$ cat src/rtl/assert_macros.svh
// Assertion macros for the pitch period detector RTL.
// Expects clk_i and rst_ni in the scope of each use.
`ifndef ASSERT_MACROS_SVH
`define ASSERT_MACROS_SVH

// same-cycle implication
`define ASSERT_IMPL(lbl, ante, cons, msg) \
  lbl: assert property (@(posedge clk_i) disable iff (!rst_ni) (ante) |-> (cons)) \
    else $error(msg);

// next-cycle implication
`define ASSERT_NEXT(lbl, ante, cons, msg) \
  lbl: assert property (@(posedge clk_i) disable iff (!rst_ni) (ante) |=> (cons)) \
    else $error(msg);

`endif

$ cat src/rtl/ppd_pkg.sv
// Shared constants, types and helpers of the pitch period detector.
// No dependencies.
package ppd_pkg;

  localparam int unsigned MAX_PERIOD  = 4096;
  localparam int unsigned SAMPLE_BITS = 12;
  localparam int unsigned CNT_W       = $clog2(MAX_PERIOD + 1);
  localparam int unsigned DC_LEAK     = 3355;
  localparam int unsigned PERIOD_TOL  = 50;
  localparam int unsigned COUNT_MAX   = 65535;
  localparam int unsigned SUM_MAX     = 268435455;

  localparam int unsigned MUL_A_W = 40;
  localparam int unsigned MUL_B_W = 21;
  localparam int unsigned MUL_H_W = MUL_A_W / 2;
  localparam int unsigned PROD_W  = MUL_H_W + 1 + MUL_B_W;
  localparam int unsigned ACC_W   = MUL_A_W + MUL_B_W;

  localparam logic [2:0] CFG_FILTER_COEF = 3'd0;
  localparam logic [2:0] CFG_DAMPING     = 3'd1;
  localparam logic [2:0] CFG_BANDPASS    = 3'd2;
  localparam logic [2:0] CFG_MIN_AMP     = 3'd3;
  localparam logic [2:0] CFG_ENV_THR     = 3'd4;
  localparam logic [2:0] CFG_ENV_DECAY   = 3'd5;
  localparam logic [2:0] CFG_MIN_PERIOD  = 3'd6;

  typedef struct packed {
    logic mul_lo;
    logic mul_hi;
    logic acc_sum;
  } mac_ctl_t;

  function automatic logic signed [31:0] sat32(input logic signed [47:0] v);
    logic signed [31:0] r;
    if (v > 48'sh0000_7FFF_FFFF) begin
      r = 32'sh7FFF_FFFF;
    end else if (v < -48'sh0000_8000_0000) begin
      r = 32'sh8000_0000;
    end else begin
      r = v[31:0];
    end
    return r;
  endfunction

  function automatic logic [15:0] amp_of(input logic signed [31:0] pos,
                                         input logic signed [31:0] neg);
    logic signed [32:0] diff;
    logic signed [20:0] a;
    logic [15:0] r;
    diff = 33'(pos) - 33'(neg);
    a = diff[32:12];
    if (a < 0) begin
      r = 16'd0;
    end else if (a > 21'sd65535) begin
      r = 16'hFFFF;
    end else begin
      r = a[15:0];
    end
    return r;
  endfunction

endpackage

$ cat src/rtl/ppd_mac.sv
// Shared signed multiply-accumulate unit: a wide operand in two halves.
// Depends on ppd_pkg.
module ppd_mac (
  input  logic                                  clk_i,
  input  logic signed [ppd_pkg::MUL_A_W-1:0]    a_i,
  input  logic signed [ppd_pkg::MUL_B_W-1:0]    b_i,
  input  ppd_pkg::mac_ctl_t                     ctl_i,
  output logic signed [ppd_pkg::ACC_W-1:0]      acc_o
);

  logic signed [ppd_pkg::MUL_H_W:0]    a_half;
  logic signed [ppd_pkg::PROD_W-1:0]   prod;
  logic signed [ppd_pkg::PROD_W-1:0]   p_q;
  logic signed [ppd_pkg::ACC_W-1:0]    acc_q;

  always_comb begin
    if (ctl_i.mul_hi) begin
      a_half = {a_i[ppd_pkg::MUL_A_W-1], a_i[ppd_pkg::MUL_A_W-1:ppd_pkg::MUL_H_W]};
    end else begin
      a_half = {1'b0, a_i[ppd_pkg::MUL_H_W-1:0]};
    end
  end

  assign prod = ppd_pkg::PROD_W'(a_half * b_i);

  always_ff @(posedge clk_i) begin
    if (ctl_i.mul_lo || ctl_i.mul_hi) begin
      p_q <= prod;
    end
    if (ctl_i.mul_hi) begin
      acc_q <= ppd_pkg::ACC_W'(p_q);
    end else if (ctl_i.acc_sum) begin
      acc_q <= acc_q + (ppd_pkg::ACC_W'(p_q) <<< ppd_pkg::MUL_H_W);
    end
  end

  assign acc_o = acc_q;

endmodule

$ cat src/rtl/pitch_period_detector.sv
// Pitch period detector top level: DC high pass, state variable filter,
// envelopes, Schmitt trigger and period accumulation. Uses ppd_pkg, ppd_mac.
//
//   channel   direction  handshake               payload
//   in        input      in_valid_i/in_ready_o    sample_i, restart_i
//   out       output     out_valid_o/out_ready_i  filtered_o .. period_sum_o
//   cfg       input      cfg_we_i                 cfg_idx_i, cfg_wdata_i
//
// Each sample runs through an accept, eight products on the shared multiplier
// (phases low half, high half, sum, write back for each), and a finish.
// The next sample is taken once the finish has loaded the output register.
// The finish waits while a previous result is not yet taken.
// Reset clears all filter, envelope and period state and sets register defaults.
`include "assert_macros.svh"

module pitch_period_detector (
  input  logic                                  clk_i,
  input  logic                                  rst_ni,
  input  logic                                  in_valid_i,
  output logic                                  in_ready_o,
  input  logic [ppd_pkg::SAMPLE_BITS-1:0]       sample_i,
  input  logic                                  restart_i,
  output logic                                  out_valid_o,
  input  logic                                  out_ready_i,
  output logic signed [15:0]                    filtered_o,
  output logic [15:0]                           amplitude_o,
  output logic [ppd_pkg::CNT_W-1:0]             period_o,
  output logic                                  edge_taken_o,
  output logic [15:0]                           period_count_o,
  output logic [27:0]                           period_sum_o,
  input  logic                                  cfg_we_i,
  input  logic [2:0]                            cfg_idx_i,
  input  logic [19:0]                           cfg_wdata_i
);

  localparam logic [1:0] ST_IDLE = 2'd0;
  localparam logic [1:0] ST_RUN  = 2'd1;
  localparam logic [1:0] ST_FIN  = 2'd2;

  localparam logic [2:0] STEP_DC     = 3'd0;
  localparam logic [2:0] STEP_LOW    = 3'd1;
  localparam logic [2:0] STEP_DAMP   = 3'd2;
  localparam logic [2:0] STEP_BAND   = 3'd3;
  localparam logic [2:0] STEP_POS    = 3'd4;
  localparam logic [2:0] STEP_NEG    = 3'd5;
  localparam logic [2:0] STEP_THR_HI = 3'd6;
  localparam logic [2:0] STEP_THR_LO = 3'd7;

  localparam logic [1:0] PH_LO  = 2'd0;
  localparam logic [1:0] PH_HI  = 2'd1;
  localparam logic [1:0] PH_SUM = 2'd2;
  localparam logic [1:0] PH_WB  = 2'd3;

  localparam int unsigned CW = ppd_pkg::CNT_W;

  logic [15:0] coef_q;
  logic [14:0] damp_q;
  logic        bp_q;
  logic [11:0] min_amp_q;
  logic [15:0] thr_q;
  logic [19:0] decay_q;
  logic [12:0] min_per_q;

  logic [1:0] state_q;
  logic [2:0] step_q;
  logic [1:0] ph_q;

  logic signed [ppd_pkg::MUL_A_W-1:0] dc_q, hp_q, t_q;
  logic signed [31:0] band_q, low_q, pos_q, neg_q;
  logic [15:0] amp_q;
  logic        pulse_q, up_q, dn_q, hi_q, lo_q;
  logic [CW-1:0] cnt_q, pv_q, prev_q;
  logic [15:0] count_q;
  logic [27:0] sum_q;

  logic signed [31:0] y;
  logic signed [ppd_pkg::MUL_A_W-1:0] mul_a;
  logic signed [ppd_pkg::MUL_B_W-1:0] mul_b;
  logic signed [ppd_pkg::ACC_W-1:0]   acc;
  ppd_pkg::mac_ctl_t mac_ctl;
  logic run, wb, fin_go, accept;

  logic edge_w;
  logic [CW-1:0] cnt_tmp, cnt_d, pv_d, prev_d, diff;
  logic [15:0] count_d;
  logic [27:0] sum_d;
  logic [28:0] sum_w;
  logic        pulse_d;
  logic signed [19:0] lim_w;
  logic [15:0] filt_w;

  assign run    = (state_q == ST_RUN);
  assign wb     = run && (ph_q == PH_WB);
  assign accept = in_valid_i && in_ready_o;
  assign fin_go = (state_q == ST_FIN) && (!out_valid_o || out_ready_i);
  assign in_ready_o = (state_q == ST_IDLE);
  assign y = bp_q ? band_q : low_q;

  always_ff @(posedge clk_i or negedge rst_ni) begin
    if (!rst_ni) begin
      coef_q    <= 16'd4096;
      damp_q    <= 15'd8192;
      bp_q      <= 1'b0;
      min_amp_q <= 12'd100;
      thr_q     <= 16'd52429;
      decay_q   <= 20'd1820;
      min_per_q <= 13'd48;
    end else if (cfg_we_i) begin
      unique case (cfg_idx_i)
        ppd_pkg::CFG_FILTER_COEF: coef_q    <= cfg_wdata_i[15:0];
        ppd_pkg::CFG_DAMPING:     damp_q    <= cfg_wdata_i[14:0];
        ppd_pkg::CFG_BANDPASS:    bp_q      <= cfg_wdata_i[0];
        ppd_pkg::CFG_MIN_AMP:     min_amp_q <= cfg_wdata_i[11:0];
        ppd_pkg::CFG_ENV_THR:     thr_q     <= cfg_wdata_i[15:0];
        ppd_pkg::CFG_ENV_DECAY:   decay_q   <= cfg_wdata_i;
        ppd_pkg::CFG_MIN_PERIOD:  min_per_q <= cfg_wdata_i[12:0];
        default: ;
      endcase
    end
  end

  always_comb begin
    unique case (step_q)
      STEP_DC: begin
        mul_a = hp_q;
        mul_b = ppd_pkg::MUL_B_W'(ppd_pkg::DC_LEAK);
      end
      STEP_LOW: begin
        mul_a = ppd_pkg::MUL_A_W'(band_q);
        mul_b = {5'd0, coef_q};
      end
      STEP_DAMP: begin
        mul_a = ppd_pkg::MUL_A_W'(band_q);
        mul_b = {6'd0, damp_q};
      end
      STEP_BAND: begin
        mul_a = t_q;
        mul_b = {5'd0, coef_q};
      end
      STEP_POS: begin
        mul_a = ppd_pkg::MUL_A_W'(pos_q);
        mul_b = {1'b0, decay_q};
      end
      STEP_NEG: begin
        mul_a = ppd_pkg::MUL_A_W'(neg_q);
        mul_b = {1'b0, decay_q};
      end
      STEP_THR_HI: begin
        mul_a = ppd_pkg::MUL_A_W'(pos_q);
        mul_b = {5'd0, thr_q};
      end
      default: begin
        mul_a = ppd_pkg::MUL_A_W'(neg_q);
        mul_b = {5'd0, thr_q};
      end
    endcase
  end

  assign mac_ctl.mul_lo  = run && (ph_q == PH_LO);
  assign mac_ctl.mul_hi  = run && (ph_q == PH_HI);
  assign mac_ctl.acc_sum = run && (ph_q == PH_SUM);

  ppd_mac u_mac (
    .clk_i (clk_i),
    .a_i   (mul_a),
    .b_i   (mul_b),
    .ctl_i (mac_ctl),
    .acc_o (acc)
  );

  always_ff @(posedge clk_i) begin
    if (accept) begin
      hp_q <= ppd_pkg::MUL_A_W'({sample_i, 24'd0}) - dc_q;
    end
    if (wb && step_q == STEP_DAMP) begin
      t_q <= ppd_pkg::MUL_A_W'(48'(hp_q >>> 12) - 48'(acc >>> 14) - 48'(low_q));
    end
  end

  always_comb begin
    edge_w  = hi_q && !pulse_q && (13'(cnt_q) >= min_per_q);
    diff    = (prev_q > cnt_q) ? prev_q - cnt_q : cnt_q - prev_q;
    sum_w   = {1'b0, sum_q} + 29'(cnt_q);
    pv_d    = pv_q;
    prev_d  = prev_q;
    count_d = count_q;
    sum_d   = sum_q;
    cnt_tmp = cnt_q;
    if (edge_w) begin
      if (amp_q > 16'(min_amp_q)) begin
        pv_d = cnt_q;
        if (diff < CW'(ppd_pkg::PERIOD_TOL)) begin
          sum_d = (sum_w > 29'(ppd_pkg::SUM_MAX)) ? 28'(ppd_pkg::SUM_MAX) : sum_w[27:0];
          if (count_q != 16'(ppd_pkg::COUNT_MAX)) begin
            count_d = count_q + 16'd1;
          end
        end
        prev_d = cnt_q;
      end else begin
        pv_d = '0;
      end
      cnt_tmp = '0;
    end
    pulse_d = pulse_q;
    if (hi_q) begin
      pulse_d = 1'b1;
    end
    if (lo_q) begin
      pulse_d = 1'b0;
    end
    if (cnt_tmp < CW'(ppd_pkg::MAX_PERIOD)) begin
      cnt_d = cnt_tmp + CW'(1);
    end else begin
      cnt_d = cnt_tmp;
      pv_d  = '0;
    end
    lim_w = y[31:12];
    if (lim_w > 20'sd32767) begin
      filt_w = 16'h7FFF;
    end else if (lim_w < -20'sd32768) begin
      filt_w = 16'h8000;
    end else begin
      filt_w = lim_w[15:0];
    end
  end

  always_ff @(posedge clk_i or negedge rst_ni) begin
    if (!rst_ni) begin
      state_q <= ST_IDLE;
      step_q  <= STEP_DC;
      ph_q    <= PH_LO;
      dc_q    <= '0;
      band_q  <= '0;
      low_q   <= '0;
      pos_q   <= '0;
      neg_q   <= '0;
      amp_q   <= '0;
      pulse_q <= 1'b0;
      up_q    <= 1'b0;
      dn_q    <= 1'b0;
      hi_q    <= 1'b0;
      lo_q    <= 1'b0;
      cnt_q   <= '0;
      pv_q    <= '0;
      prev_q  <= '0;
      count_q <= '0;
      sum_q   <= '0;
    end else begin
      unique case (state_q)
        ST_IDLE: begin
          if (accept) begin
            state_q <= ST_RUN;
            step_q  <= STEP_DC;
            ph_q    <= PH_LO;
            if (restart_i) begin
              prev_q  <= '0;
              count_q <= '0;
              sum_q   <= '0;
            end
          end
        end
        ST_RUN: begin
          ph_q <= ph_q + 2'd1;
          if (ph_q == PH_LO && step_q == STEP_NEG && up_q) begin
            amp_q <= ppd_pkg::amp_of(pos_q, neg_q);
          end
          if (ph_q == PH_LO && step_q == STEP_THR_HI && dn_q) begin
            amp_q <= ppd_pkg::amp_of(pos_q, neg_q);
          end
          if (wb) begin
            step_q <= step_q + 3'd1;
            if (step_q == STEP_THR_LO) begin
              state_q <= ST_FIN;
            end
            unique case (step_q)
              STEP_DC:   dc_q   <= dc_q + ppd_pkg::MUL_A_W'(acc >>> 24);
              STEP_LOW:  low_q  <= ppd_pkg::sat32(48'(low_q) + 48'(acc >>> 16));
              STEP_DAMP: ;
              STEP_BAND: band_q <= ppd_pkg::sat32(48'(band_q) + 48'(acc >>> 16));
              STEP_POS: begin
                up_q  <= (y > pos_q);
                pos_q <= (y > pos_q) ? y : 32'(ppd_pkg::ACC_W'(pos_q) - (acc >>> 20));
              end
              STEP_NEG: begin
                dn_q  <= (y < neg_q);
                neg_q <= (y < neg_q) ? y : 32'(ppd_pkg::ACC_W'(neg_q) - (acc >>> 20));
              end
              STEP_THR_HI: hi_q <= (ppd_pkg::ACC_W'($signed({y, 16'd0})) > acc);
              default:     lo_q <= (ppd_pkg::ACC_W'($signed({y, 16'd0})) < acc);
            endcase
          end
        end
        ST_FIN: begin
          if (fin_go) begin
            state_q <= ST_IDLE;
            cnt_q   <= cnt_d;
            pv_q    <= pv_d;
            prev_q  <= prev_d;
            count_q <= count_d;
            sum_q   <= sum_d;
            pulse_q <= pulse_d;
          end
        end
        default: state_q <= ST_IDLE;
      endcase
    end
  end

  always_ff @(posedge clk_i or negedge rst_ni) begin
    if (!rst_ni) begin
      out_valid_o <= 1'b0;
    end else if (fin_go) begin
      out_valid_o <= 1'b1;
    end else if (out_ready_i) begin
      out_valid_o <= 1'b0;
    end
  end

  always_ff @(posedge clk_i) begin
    if (fin_go) begin
      filtered_o     <= filt_w;
      amplitude_o    <= amp_q;
      period_o       <= pv_d;
      edge_taken_o   <= edge_w;
      period_count_o <= count_d;
      period_sum_o   <= sum_d;
    end
  end

  `ASSERT_IMPL(a_cnt_cap, 1'b1, cnt_q <= CW'(ppd_pkg::MAX_PERIOD), "period counter past cap")
  `ASSERT_NEXT(a_edge_restart, fin_go && edge_w, cnt_q == CW'(1), "edge did not restart counter")
  `ASSERT_NEXT(a_accept_run, accept, state_q == ST_RUN && step_q == STEP_DC && ph_q == PH_LO, "transfer did not start sequence")

endmodule

$ cat config.mk
export PLATFORM = sky130hd
export DESIGN_NAME = pitch_period_detector
export DESIGN_NICKNAME = d
export VERILOG_FILES = /design/src/rtl/ppd_pkg.sv /design/src/rtl/ppd_mac.sv /design/src/rtl/pitch_period_detector.sv
export VERILOG_INCLUDE_DIRS = /design/src /design/src/rtl
export SDC_FILE = /design/constraint.sdc
export NUM_CORES = 2
export LEC_CHECK = 0
export ABC_AREA = 1
export BUFFER_PORTS_ARGS = -buffer_cell sky130_fd_sc_hd__buf_2
export CELL_PAD_IN_SITES_DETAIL_PLACEMENT = 1
export CELL_PAD_IN_SITES_GLOBAL_PLACEMENT = 2
export CORE_ASPECT_RATIO = 0.6
export CORE_MARGIN = 5
export CORE_UTILIZATION = 39
export DETAILED_ROUTE_END_ITERATION = 16
export PLACE_DENSITY_LB_ADDON = 0.1
export SETUP_SLACK_MARGIN = 0.4
export SLEW_MARGIN = 20
export SYNTH_ARGS = -nofsm -noshare
export SYNTH_HDL_FRONTEND = slang
export SYNTH_SLANG_ARGS = --single-unit
export TNS_END_PERCENT = 50
$ cat constraint.sdc
create_clock -name clk_i -period 9.4 [get_ports clk_i]
set_input_delay 0.94 -clock clk_i [delete_from_list [all_inputs] [get_ports clk_i]]
set_output_delay 0.94 -clock clk_i [all_outputs]
set_load 0.1 [all_outputs]
==> key figures <==
STA
  – Worst Tran Pin Value: 1.24 ns
  – Final hold viol count: 0
  – Minimum clock period: 8.74 ns
  – Final worst-path cycle share: 0.929
  – Final Slew Violations: 0
  – Slew HR: 0.169
  – Setup TNS Final: 0 ns
  – Top achievable clock speed: 114 MHz
  – RSZ-0062 raised after global routing: true
  – Setup violators final: 0
  – Clock skew: 0.0492 ns

Routing
  – Vias post-DR: 69077
  – DRC: 0
  – Antenna viol nets, final: 0
  – Drt wl/cell: 27.4 um
  – DR vias/cell: 5.62
  – Total Wirelength: 337000 um
  – Detailed Routing Iterations Pass 1: 6
  – Starting DRT DRC Count: 7299

Run
  – Max-cap violations: 0

GRT
  – First-pass GRT wire length: 485000 um
  – Number of antenna violations at the first check in global routing: 32
  – Gr ovfl total: 0
  – Total GRT Usage: 0.347
  – Number of global-route vias before repair: 68089
  – Largest net degree at the start of global routing: 123

CTS
  – H-tree depth: 3
  – Longest Clk Path Bufs: 3
  – Clock sink total: 646
  – Post-CTS Hold Buffers: 0
  – Clock Pin Slew Worst Setup and Hold Paths: 0.07 ns
  – TritonCTS Buffers: 77
  – Clock latency on the worst-skew pair: 0.73 ns
  – Root Buffer: clkbuf_16
  – CTS tree: built

Die
  – Core Region: 179000 um^2
  – Row count: 120
  – Width of the chip: 559 um
  – Io pins: 133
  – DIE AREA: 190000 um^2
  – Die H: 339 um
  – Initial Utilization: 0.394

Synthesis
  – Syn Area/Cell: 7.32 um^2
  – Number of flops mapped to enable cells by yosys: 273
  – Syn. warnings: 0
  – Flops & latches, synth: 646
  – Synth Flop Type: dfrtp_1
  – Synthesized cell area: 70500 um^2
  – Asr flop ratio synth: 0.577
  – Net Count, Synth: 10771
  – Register area share after synthesis: 0.249
  – Number of library cell types mapped by synthesis: 66
  – Post-synthesis cell count: 9627

Finish
  – Reg area: 17600 um^2
  – NumNets Final: 10983
  – Commonest non-fill, non-tap cell in the layout: nand2_1
  – Non-Filler Instances: 12295
  – Leading cell types in the layout, fill and taps excluded: nand2_1 (2583), inv_1 (1654), nor2_1 (843)
  – Area taken by multi-input logic gates: 46000 um^2
  – Layout cells sized above 1: 0.0658
  – Filler Cell Count: 22476
  – Area Overhead vs Synth: 10.6%

Worst setup path
  – Critical Path RT: 9.85 ns
  – Setup crit start kind: register
  – Max FO, Critical Path: 16
  – Worst Path Arrival: 9.19 ns
  – Slowest stage delay, CP: 0.67 ns
  – Slowest stage cell on the critical path: fa_1
  – Critical path class: reg -> reg
  – Setup crit end kind: register

Placed design
  – Dpl cells: 12121
  – IO Port Bufs: 132
  – DPL Wire Length: 284000 um
  – Final GP Congestion: 1.04

Status
  – Outcome: complete, no violations

Hold path
  – Min-Delay Path Class: in -> async
state kept, by name, indices dropped and copies added, names as in the netlist, 20 cells and up:
name and cells:
t_q 40, neg_q 32, decay_q 20, u_mac.acc_o 61, low_q 32, dc_q 40, hp_q 40, period_sum_o 28
sum_q 28, band_q 32, pos_q 32, u_mac.p_q 42
worst max-delay path, delay by kind of cell, from the launching register on:
kind / cells / cell delay, ns
fa+ha+maj: 9 / 4.48
simple gates: 10 / 1.43
flops: 1 / 0.43
compound gates: 5 / 0.77
buf+inv: 11 / 1.19
xor+xnor: 1 / 0.13
timing repair:
item,4_1_cts,5_1_grt
pin swaps,0,6
setup buffers,2,15
endpoints found under the hold margin,0,0
resized for setup,16,54
endpoints found under the setup margin,9,21
layer usage:
metal  vias to the layer above  share of wire  GRT usage  wire length [um]
li1                      31164              -          -                 -
met1                     34625           0.50      0.562            168000
met2                      3018           0.36      0.430            120000
met3                       262           0.13      0.130             44100
met4                         8          0.013     0.0478              4480
met5                         -        0.00030          0               102
worst paths after layout:
check / from / to / slack [ns] / cells after the start
setup / recovery: step_q[0]$_DFFE_PN0P_ / u_mac.p_q[41]$_DFFE_PP_ / 0.66 / 36
hold reg to reg: amp_q[1]$_DFFE_PN0P_ / amplitude_o[1]$_DFFE_PP_ / 0.48 / 0
min in group clk_i: cfg_wdata_i[18] / decay_q[18]$_DFFE_PN0P_ / 0.46 / 2
hold / removal: rst_ni / low_q[30]$_DFFE_PN0P_ / 0.19 / 1
setup reg to reg: step_q[0]$_DFFE_PN0P_ / u_mac.p_q[41]$_DFFE_PP_ / 0.66 / 36
max in group asynchronous: rst_ni / pos_q[15]$_DFFE_PN0P_ / 7.04 / 3
cell type report:
class,instances,share of cell area
timing repair buffer,339,0.0296
inverter,1681,0.0815
multi-input combinational,7094,0.590
clock inverter,40,0.00727
tap,2379,0.0382
clock buffer,104,0.0274
sequential,646,0.225
antenna,12,0.000385
stage by stage:
| stage | cell area (um^2) | util | worst slack (ns) | hold slack [ns] |
|---|---|---|---|---|
| after floorplan | 70500 | - | 0.950 | 0.422 |
| after global placement | 74800 | 0.418 | 0.377 | 0.462 |
| after detailed placement | 74900 | 0.418 | 0.174 | 0.470 |
| after CTS | 77600 | 0.433 | 0.356 | 0.216 |
| after global routing | 77900 | 0.435 | 0.342 | 0.236 |
| final | 78000 | 0.435 | 0.663 | 0.194 |
synthesized netlist by cell type (59+ instances only):
| cell type | number | area (um^2) |
|---|---|---|
| a31oi_1 | 59 | 369 |
| nor2_1 | 860 | 3230 |
| nand4_1 | 122 | 763 |
| a21oi_1 | 551 | 2760 |
| inv_1 | 1670 | 6270 |
| fa_1 | 485 | 9710 |
| clkbuf_1 | 148 | 556 |
| o21ai_0 | 426 | 2130 |
| edfxtp_1 | 273 | 8200 |
| nand2_1 | 2599 | 9760 |
| nor3_1 | 92 | 460 |
| dfrtp_1 | 351 | 8780 |
| xor2_1 | 200 | 1750 |
| ha_1 | 618 | 7730 |
| nand3_1 | 465 | 2330 |
| xnor2_1 | 136 | 1190 |
logic make-up (layout without fill, tap and decap cells):
logic type / Yosys count / in the layout / synth area share
compound gates: 1356 / 1356 / 0.109
xor+xnor: 337 / 337 / 0.0420
fa+ha+maj: 1103 / 1103 / 0.247
buf+inv: 1887 / 2164 / 0.102
flops: 646 / 646 / 0.249
mux: 4 / 4 / 0.000639
other cells: 0 / 12 / 0
simple gates: 4294 / 4294 / 0.250
Power is left out: the tool's default activity adds up to more than one toggle a clock period on the data nets, which glitch-free logic cannot reach.
